==> config.mk <==
export PLATFORM = sky130hd
export DESIGN_NAME = analog_key_rapid_trigger
export DESIGN_NICKNAME = d
export VERILOG_FILES = /design/src/rtl/core/akrt_pkg.sv /design/src/rtl/core/akrt_norm.sv /design/src/rtl/core/akrt_trig.sv /design/src/rtl/core/analog_key_rapid_trigger.sv
export SDC_FILE = /design/constraint.sdc
export NUM_CORES = 2
export LEC_CHECK = 0
export BUFFER_PORTS_ARGS = -buffer_cell sky130_fd_sc_hd__buf_4
export CORE_MARGIN = 1.5
export CORE_UTILIZATION = 55
export CTS_CLUSTER_DIAMETER = 30
export DETAILED_ROUTE_END_ITERATION = 10
export PLACE_DENSITY_LB_ADDON = 0.2
export SLEW_MARGIN = 0
export SYNTH_ARGS = -nofsm -noshare
export SYNTH_HDL_FRONTEND = slang
export SYNTH_SLANG_ARGS = --single-unit
==> constraint.sdc <==
create_clock -name clk -period 24.5 [get_ports clk]
set_clock_uncertainty 0.05 [all_clocks]
set_input_delay 2.45 -clock clk [delete_from_list [all_inputs] [get_ports clk]]
set_output_delay 2.45 -clock clk [all_outputs]
set_load 0.02 [all_outputs]
==> src/rtl/core/akrt_pkg.sv <==
// Shared constants, register index codes and the configuration record of
// the analog key rapid trigger block. Depends on nothing.
package akrt_pkg;

    // Fixed point set-up: sample width and fraction bits of the position.
    localparam int SAMPLE_BITS   = 16;
    localparam int FRACTION_BITS = 16;

    // Derived widths.
    localparam int ZP_W   = 16;                 // zero point register width
    localparam int DIFF_W = ZP_W + 1;           // zero_point - raw_sample
    localparam int SCL_W  = 32;                 // reciprocal scale width
    localparam int PROD_W = DIFF_W + SCL_W + 1; // signed product width
    localparam int POS_W  = FRACTION_BITS + 2;  // saturated position width
    localparam int WIDE_W = POS_W + 3;          // room for position sums
    localparam int SPD_W  = 19;                 // speed threshold width
    localparam int HYS_W  = 17;
    localparam int RLS_W  = 17;

    // Configuration port.
    localparam int CFG_IDX_W  = 4;
    localparam int CFG_DATA_W = 32;

    localparam logic [CFG_IDX_W-1:0] CFG_MODE           = 4'd0;
    localparam logic [CFG_IDX_W-1:0] CFG_ZERO_POINT     = 4'd1;
    localparam logic [CFG_IDX_W-1:0] CFG_SCALE          = 4'd2;
    localparam logic [CFG_IDX_W-1:0] CFG_HYSTERESIS     = 4'd3;
    localparam logic [CFG_IDX_W-1:0] CFG_PRESS_DISTANCE = 4'd4;
    localparam logic [CFG_IDX_W-1:0] CFG_LIFT_DISTANCE  = 4'd5;
    localparam logic [CFG_IDX_W-1:0] CFG_PRESS_SPEED    = 4'd6;
    localparam logic [CFG_IDX_W-1:0] CFG_LIFT_SPEED     = 4'd7;

    // Trigger modes; the fourth code holds all state.
    localparam logic [1:0] MODE_THRESHOLD = 2'd0;
    localparam logic [1:0] MODE_RAPID     = 2'd1;
    localparam logic [1:0] MODE_SPEED     = 2'd2;

    // Position constants.
    localparam logic signed [POS_W-1:0] POS_ONE = POS_W'(2 ** FRACTION_BITS);

    typedef struct packed {
        logic        [1:0]        mode;
        logic signed [ZP_W-1:0]   zero_point;
        logic        [SCL_W-1:0]  scale;
        logic        [HYS_W-1:0]  hysteresis;
        logic signed [POS_W-1:0]  press_distance;
        logic        [RLS_W-1:0]  lift_distance;
        logic signed [SPD_W-1:0]  press_speed;
        logic signed [SPD_W-1:0]  lift_speed;
    } akrt_cfg_t;

endpackage

==> src/rtl/core/akrt_norm.sv <==
// Position normalizer: (zero_point - raw_sample) * scale, floor shift and
// saturation. Depends on akrt_pkg.
module akrt_norm (
    input  logic signed [akrt_pkg::SAMPLE_BITS-1:0] raw,
    input  akrt_pkg::akrt_cfg_t                     cfg,
    output logic signed [akrt_pkg::POS_W-1:0]       pos
);
    import akrt_pkg::*;

    localparam logic signed [PROD_W-1:0] SAT_HI = PROD_W'(2 ** (POS_W - 1) - 1);
    localparam logic signed [PROD_W-1:0] SAT_LO = -PROD_W'(2 ** (POS_W - 1));

    logic signed [DIFF_W-1:0] diff;
    logic signed [SCL_W:0]    scale_s;
    logic signed [PROD_W-1:0] prod;
    logic signed [PROD_W-1:0] shifted;

    always_comb
    begin
        diff    = DIFF_W'($signed(cfg.zero_point)) - DIFF_W'(raw);
        scale_s = $signed({1'b0, cfg.scale});
        prod    = PROD_W'(diff) * PROD_W'(scale_s);
        // Arithmetic shift rounds toward minus infinity.
        shifted = prod >>> FRACTION_BITS;
        if (shifted > SAT_HI)
        begin
            pos = SAT_HI[POS_W-1:0];
        end
        else if (shifted < SAT_LO)
        begin
            pos = SAT_LO[POS_W-1:0];
        end
        else
        begin
            pos = shifted[POS_W-1:0];
        end
    end

endmodule

==> src/rtl/core/akrt_trig.sv <==
// Trigger state: threshold, rapid trigger and speed modes with the key
// state, last position and travel extremes. Depends on akrt_pkg.
module akrt_trig (
    input  logic                               clk,
    input  logic                               rst_n,
    input  logic                               step,
    input  akrt_pkg::akrt_cfg_t                cfg,
    input  logic signed [akrt_pkg::POS_W-1:0]  pos,
    output logic                               pressed_next,
    output logic                               edge_next
);
    import akrt_pkg::*;

    logic                     key_down_reg, key_down_next;
    logic signed [POS_W-1:0]  last_pos_reg, last_pos_next;
    logic signed [POS_W-1:0]  tmin_reg, tmin_next;
    logic signed [POS_W-1:0]  tmax_reg, tmax_next;

    logic signed [WIDE_W-1:0] pos_w, hys_w, pd_w, rd_w, tmin_w, tmax_w, tmax1_w;
    logic signed [WIDE_W-1:0] ps_w, rs_w, delta_w;
    logic                     rise, fall;
    logic signed [POS_W-1:0]  tmax1;

    always_comb
    begin
        pos_w   = WIDE_W'(pos);
        hys_w   = WIDE_W'($signed({1'b0, cfg.hysteresis}));
        pd_w    = WIDE_W'($signed(cfg.press_distance));
        rd_w    = WIDE_W'($signed({1'b0, cfg.lift_distance}));
        tmin_w  = WIDE_W'(tmin_reg);
        tmax_w  = WIDE_W'(tmax_reg);
        ps_w    = WIDE_W'($signed(cfg.press_speed));
        rs_w    = WIDE_W'($signed(cfg.lift_speed));
        delta_w = pos_w - WIDE_W'(last_pos_reg);

        key_down_next = key_down_reg;
        last_pos_next = last_pos_reg;
        tmin_next     = tmin_reg;
        tmax_next     = tmax_reg;

        rise  = (pos_w - tmin_w - hys_w) >= pd_w;
        // The release test sees the maximum as already updated by the press test.
        if (key_down_reg)
        begin
            tmax1 = (rise && pos > tmax_reg) ? pos : tmax_reg;
        end
        else
        begin
            tmax1 = rise ? pos : tmax_reg;
        end
        tmax1_w = WIDE_W'(tmax1);
        fall    = (tmax1_w - pos_w - hys_w) >= rd_w;

        case (cfg.mode)
            MODE_THRESHOLD:
            begin
                if (pos_w - hys_w > pd_w)
                begin
                    key_down_next = 1'b1;
                end
                if (pos_w + hys_w < pd_w)
                begin
                    key_down_next = 1'b0;
                end
                last_pos_next = pos;
            end
            MODE_RAPID:
            begin
                tmax_next = tmax1;
                if (key_down_reg)
                begin
                    if (fall)
                    begin
                        tmin_next     = pos;
                        key_down_next = 1'b0;
                    end
                end
                else
                begin
                    if (rise)
                    begin
                        key_down_next = 1'b1;
                    end
                    if (fall && pos < tmin_reg)
                    begin
                        tmin_next = pos;
                    end
                end
                // Out-of-range travel forces the state.
                if (pos < 0)
                begin
                    key_down_next = 1'b0;
                    tmin_next     = '0;
                end
                if (pos >= POS_ONE)
                begin
                    key_down_next = 1'b1;
                    tmax_next     = POS_ONE;
                end
                last_pos_next = pos;
            end
            MODE_SPEED:
            begin
                if (delta_w > ps_w)
                begin
                    key_down_next = 1'b1;
                end
                if (delta_w < rs_w)
                begin
                    key_down_next = 1'b0;
                end
                last_pos_next = pos;
            end
            default:
            begin
                key_down_next = key_down_reg;
            end
        endcase

        pressed_next = key_down_next;
        edge_next    = key_down_next & ~key_down_reg;
    end

    always_ff @(posedge clk or negedge rst_n)
    begin
        if (!rst_n)
        begin
            key_down_reg <= 1'b0;
            last_pos_reg <= '0;
            tmin_reg     <= '0;
            tmax_reg     <= '0;
        end
        else if (step)
        begin
            key_down_reg <= key_down_next;
            last_pos_reg <= last_pos_next;
            tmin_reg     <= tmin_next;
            tmax_reg     <= tmax_next;
        end
    end

endmodule

==> src/rtl/core/analog_key_rapid_trigger.sv <==
// Top level of the analog key rapid trigger block: configuration registers,
// the two-register sample pipeline, whose second register is the output register.
// Depends on akrt_pkg, akrt_norm and akrt_trig.

// Each accepted raw_sample transaction gives exactly one result transaction
// carrying pressed, press_edge and position, in order. A sample passes two
// registers: the input register, and the result register that takes the
// output of the multiplier, saturation and trigger logic in one pass. A
// result passes from the input register to the result register, and one
// sample is taken every cycle, while the output is not stalled. The key
// state, travel extremes and last position are read and written once per
// sample in the same cycle, so back-to-back samples never wait on one
// another. Stall from the output side reaches the input within the same
// cycle once both registers hold a sample; an empty register still fills.
// Configuration writes are always accepted (cfg_ready is high) and must be
// made only while no sample is in flight; an index beyond the eight
// registers is ignored.
module analog_key_rapid_trigger (
    input  logic                                    clk,
    input  logic                                    rst_n,
    // Configuration write channel.
    input  logic                                    cfg_valid,
    output logic                                    cfg_ready,
    input  logic [akrt_pkg::CFG_IDX_W-1:0]          cfg_index,
    input  logic [akrt_pkg::CFG_DATA_W-1:0]         cfg_data,
    // Sample input channel.
    input  logic                                    in_valid,
    output logic                                    in_stall,
    input  logic signed [akrt_pkg::SAMPLE_BITS-1:0] raw_sample,
    // Result output channel.
    output logic                                    out_valid,
    input  logic                                    out_stall,
    output logic                                    pressed,
    output logic                                    press_edge,
    output logic signed [akrt_pkg::POS_W-1:0]       position
);
    import akrt_pkg::*;

    akrt_cfg_t cfg_reg;

    // Pipeline registers.
    logic                          a_valid_reg;
    logic signed [SAMPLE_BITS-1:0] raw_reg;
    logic                          out_valid_reg;
    logic                          pressed_reg;
    logic                          edge_reg;
    logic signed [POS_W-1:0]       position_reg;

    logic                          ready_out, ready_a;
    logic                          load_a, load_out;
    logic signed [POS_W-1:0]       pos_next;
    logic                          pressed_next, edge_next;

    // Each stage loads when it is empty or its contents move on.
    assign ready_out = ~out_valid_reg | ~out_stall;
    assign ready_a   = ~a_valid_reg | ready_out;
    assign load_a    = ready_a;
    assign load_out  = ready_out;

    assign in_stall  = ~ready_a;
    assign cfg_ready = 1'b1;

    // Configuration registers.
    always_ff @(posedge clk or negedge rst_n)
    begin
        if (!rst_n)
        begin
            cfg_reg.mode           <= MODE_THRESHOLD;
            cfg_reg.zero_point     <= '0;
            cfg_reg.scale          <= SCL_W'(65536);
            cfg_reg.hysteresis     <= '0;
            cfg_reg.press_distance <= POS_W'(32768);
            cfg_reg.lift_distance  <= RLS_W'(32768);
            cfg_reg.press_speed    <= SPD_W'(4096);
            cfg_reg.lift_speed     <= '0;
        end
        else if (cfg_valid && cfg_ready)
        begin
            case (cfg_index)
                CFG_MODE:           cfg_reg.mode           <= cfg_data[1:0];
                CFG_ZERO_POINT:     cfg_reg.zero_point     <= cfg_data[ZP_W-1:0];
                CFG_SCALE:          cfg_reg.scale          <= cfg_data[SCL_W-1:0];
                CFG_HYSTERESIS:     cfg_reg.hysteresis     <= cfg_data[HYS_W-1:0];
                CFG_PRESS_DISTANCE: cfg_reg.press_distance <= cfg_data[POS_W-1:0];
                CFG_LIFT_DISTANCE:  cfg_reg.lift_distance  <= cfg_data[RLS_W-1:0];
                CFG_PRESS_SPEED:    cfg_reg.press_speed    <= cfg_data[SPD_W-1:0];
                CFG_LIFT_SPEED:     cfg_reg.lift_speed     <= cfg_data[SPD_W-1:0];
                default:
                begin
                    cfg_reg <= cfg_reg;
                end
            endcase
        end
    end

    // Valid bits of the two stages.
    always_ff @(posedge clk or negedge rst_n)
    begin
        if (!rst_n)
        begin
            a_valid_reg   <= 1'b0;
            out_valid_reg <= 1'b0;
        end
        else
        begin
            if (load_a)
            begin
                a_valid_reg <= in_valid;
            end
            if (load_out)
            begin
                out_valid_reg <= a_valid_reg;
            end
        end
    end

    // Payload registers; no reset needed.
    always_ff @(posedge clk)
    begin
        if (load_a && in_valid)
        begin
            raw_reg <= raw_sample;
        end
        if (load_out && a_valid_reg)
        begin
            pressed_reg  <= pressed_next;
            edge_reg     <= edge_next;
            position_reg <= pos_next;
        end
    end

    // Multiply by the reciprocal scale and saturate.
    akrt_norm u_norm (
        .raw (raw_reg),
        .cfg (cfg_reg),
        .pos (pos_next)
    );

    // Key state update, advanced once per sample that leaves the input
    // register.
    akrt_trig u_trig (
        .clk          (clk),
        .rst_n        (rst_n),
        .step         (load_out & a_valid_reg),
        .cfg          (cfg_reg),
        .pos          (pos_next),
        .pressed_next (pressed_next),
        .edge_next    (edge_next)
    );

    assign out_valid  = out_valid_reg;
    assign pressed    = pressed_reg;
    assign press_edge = edge_reg;
    assign position   = position_reg;

endmodule
==> run summary <==
===========================================================================================
Share of synthesized area occupied by flip-flops and latches                          0.167
Critical Path Most Common Cell                                                 sky130_fd_sc_hd__fa_1
Vert. Die Dim                                                                        259 µm
Number of design-rule violations left by the first detailed-router iteration           2111
DRT antenna net count                                                                     0
Count of synthesis-stage warnings from yosys                                              0
Placeable core area                                                               64500 µm²
Standard-cell row count                                                                  93
Actual transition at the worst max-transition pin                                   1.12 ns
Combined buffer and inverter count along the critical path                                8
Clock slew at reported path FFs                                                     0.05 ns
Vias in the first global route                                                        29155
Post-DP HPWL                                                                        77.2 mm
Die X                                                                                259 µm
Ratio of final minimum period to clock period                                         0.933
Via count                                                                             28419
Die Footprint                                                                     66900 µm²
Time the worst path needs with I/O delays and setup                                22.85 ns
Max frequency                                                                      43.8 MHz
Number of filler instances in the final layout                                         5619
CTS tree                                                                              built
Critical-path cell with the highest stage delay                                sky130_fd_sc_hd__or4b_2
Post-route DRC violation count                                                            0
DRT Wirelength                                                                       101 mm
Signed area change from the synthesized netlist to the final layout                   10.9%
Required @ worst endpoint                                                          24.94 ns
Count of antenna diodes in the layout                                                     0
Number of endpoints failing setup at the final stage                                      0
Most used cells in the layout excluding fill and tap cells                     sky130_fd_sc_hd__inv_1, sky130_fd_sc_hd__nand2_1, sky130_fd_sc_hd__fa_1
Count of maximum capacitance violations                                                   0
# IOs                                                                                    80
Data arrival time of the critical path                                             23.29 ns
Max incr delay on CP                                                                0.67 ns
Number of synthesized flops with an enable pin                                           36
Hold WC Path Type                                                                   reg2reg
Total clock buffers created by CTS                                                       66
Flip-flop and latch count after synthesis                                               232
Final cell area excluding filler cells                                            39900 µm²
Initial standard-cell utilization of the core                                         0.558
Weighted congestion at the end of routability-driven global placement                 0.985
Mean instance size in the synthesized netlist                                      8.87 µm²
Endpoints failing hold                                                                    0
Ys flop type                                                                   sky130_fd_sc_hd__dfrtp_1
Total global routing track utilization                                                0.313
Most common cell after layout, fill and taps aside                             sky130_fd_sc_hd__inv_1
Total Nets Final                                                                       5023
Crit path capture type                                                            flip-flop
Final worst hold slack                                                             0.429 ns
Global-route wire length before repair                                               162 mm
GR Overflow Total                                                                         0
Number of I/O port buffers                                                               78
Critical path's top delay family                                               compound AO/OA/AOI/OAI gates
Outcome                                                                        finished, final reports clean
Routed via count divided by cell count                                                 5.69
Maximum clock path buffer count                                                           3
Flip-flop count of the largest register after layout                                    140
Initial antenna violation count                                                           3
Final number of max-transition violations                                                 0
Fraction of layout instances using a drive strength above 1                          0.0995
Type of origin of the critical path                                               flip-flop
DR WL/cell                                                                          20.2 µm
# clock sinks                                                                           232
Largest net degree at the start of global routing                                        74
Source-to-sink clock delay at the later pin of the worst-skew pair                  0.61 ns
CP max FO                                                                                32
Hold buffer count at CTS                                                                  0
Area of the mapped netlist                                                        35900 µm²
Clock root buffer                                                              sky130_fd_sc_hd__clkbuf_16
Distinct cells, synth                                                                    94
H-tree depth reported by CTS                                                              3
Standard cell area after detailed placement                                       37400 µm²
1st-pass router iterations                                                                5
Number of nets produced by synthesis                                                   4986
Crit Path Class                                                                     reg2reg
Normalized max-slew margin                                                            0.252
Count of mapped cells out of synthesis                                                 4050
Proportion of register bits with asynchronous set or reset after synthesis            0.845
===========================================================================================
## synthesized netlist by cell type, types with 16 or more instances
cell type / number / share of area
sky130_fd_sc_hd__a211oi_1: 23 / 0.0048
sky130_fd_sc_hd__a21boi_0: 21 / 0.0044
sky130_fd_sc_hd__a21o_1: 64 / 0.013
sky130_fd_sc_hd__a21oi_1: 135 / 0.019
sky130_fd_sc_hd__a22o_1: 17 / 0.0041
sky130_fd_sc_hd__and2_1: 128 / 0.022
sky130_fd_sc_hd__and3_1: 34 / 0.0059
sky130_fd_sc_hd__clkbuf_1: 143 / 0.015
sky130_fd_sc_hd__dfrtp_1: 192 / 0.13
sky130_fd_sc_hd__edfxtp_1: 36 / 0.030
sky130_fd_sc_hd__fa_1: 456 / 0.25
sky130_fd_sc_hd__ha_1: 423 / 0.15
sky130_fd_sc_hd__inv_1: 757 / 0.079
sky130_fd_sc_hd__mux2_2: 99 / 0.031
sky130_fd_sc_hd__nand2_1: 507 / 0.053
sky130_fd_sc_hd__nand2b_1: 32 / 0.0056
sky130_fd_sc_hd__nand3_1: 53 / 0.0074
sky130_fd_sc_hd__nand4_1: 30 / 0.0052
sky130_fd_sc_hd__nor2_1: 161 / 0.017
sky130_fd_sc_hd__nor2b_1: 91 / 0.016
sky130_fd_sc_hd__nor3_1: 47 / 0.0065
sky130_fd_sc_hd__o21a_1: 34 / 0.0071
sky130_fd_sc_hd__o21ai_0: 184 / 0.026
sky130_fd_sc_hd__o21bai_1: 21 / 0.0044
sky130_fd_sc_hd__or2_2: 20 / 0.0035
sky130_fd_sc_hd__or3_1: 16 / 0.0028
sky130_fd_sc_hd__xnor2_1: 71 / 0.017
sky130_fd_sc_hd__xor2_1: 45 / 0.011
## logic make-up after synthesis
family | share of synthesized area
adder cells (fa/ha/maj) | 0.401
other | 0.000104
AND/OR/NAND/NOR | 0.154
XOR/XNOR | 0.0283
multiplexers | 0.0321
AO/OA/AOI/OAI | 0.122
buffers and inverters | 0.0962
flip-flops | 0.167
## per-stage QoR
stage | worst slack [ns] | cells | util | TNS [ns]
2_1_floorplan | 4.62 | 4050 | - | 0
3_3_place_gp | 2.00 | 4872 | 0.580 | 0
3_5_place_dp | 1.69 | 4872 | 0.580 | 0
4_1_cts | 1.38 | 4994 | 0.618 | 0
5_1_grt | -0.0182 | 4996 | 0.618 | -0.0316
6_report | 1.65 | 4996 | 0.618 | 0
## layout make-up
cell class / instances / area, µm² / area share
sequential: 232 / 5990 / 0.150
multi-input combinational: 2906 / 26600 / 0.668
inverter: 758 / 2850 / 0.0714
clock inverter: 41 / 622 / 0.0156
clock buffer: 81 / 1790 / 0.0449
timing repair buffer: 123 / 930 / 0.0233
tap: 855 / 1070 / 0.0268
## timing repair
action                                  in CTS  in global routing
endpoints found under the setup margin       0                 19
setup buffers                                0                  2
resized for setup                            0                  5
hold endpoints to repair                     0                  0
## worst paths after layout
kind | end | slack (ns) | depth (start not counted) | start
worst max-delay path | u_trig.tmin_reg[7]$_DFFE_PN0P_ | 1.65 | 91 | cfg_reg[122]$_DFFE_PN0P_
worst min-delay path | u_trig.last_pos_reg[17]$_DFFE_PN0P_ | 0.43 | 2 | u_trig.last_pos_reg[17]$_DFFE_PN0P_
worst max register to register | u_trig.tmin_reg[7]$_DFFE_PN0P_ | 1.65 | 91 | cfg_reg[122]$_DFFE_PN0P_
worst min register to register | u_trig.last_pos_reg[17]$_DFFE_PN0P_ | 0.43 | 2 | u_trig.last_pos_reg[17]$_DFFE_PN0P_
max in group asynchronous | cfg_reg[9]$_DFFE_PN0P_ | 21.21 | 2 | rst_n
min in group asynchronous | cfg_reg[2]$_DFFE_PN0P_ | 1.79 | 1 | rst_n
## worst reg2reg max path: cells and delay by family (launching register included)
| family | cells | cell delay (ns) |
|---|---|---|
| adder cells (fa/ha/maj) | 16 | 6.08 |
| AO/OA/AOI/OAI | 46 | 10.77 |
| buffers and inverters | 8 | 1.24 |
| flip-flops | 1 | 0.33 |
| XOR/XNOR | 3 | 0.44 |
| multiplexers | 1 | 0.22 |
| AND/OR/NAND/NOR | 17 | 3.65 |
## routing by layer
metal	vias up	GRT usage	wire, µm
met2	979	0.505	46400
met1	14075	0.426	43700
met3	224	0.0607	7720
met5	-	0	88
met4	10	0.100	3210
li1	13131	-	-
Power is not shown: default switching activity piles up to over one toggle a cycle in this logic, so the estimate is an artifact.
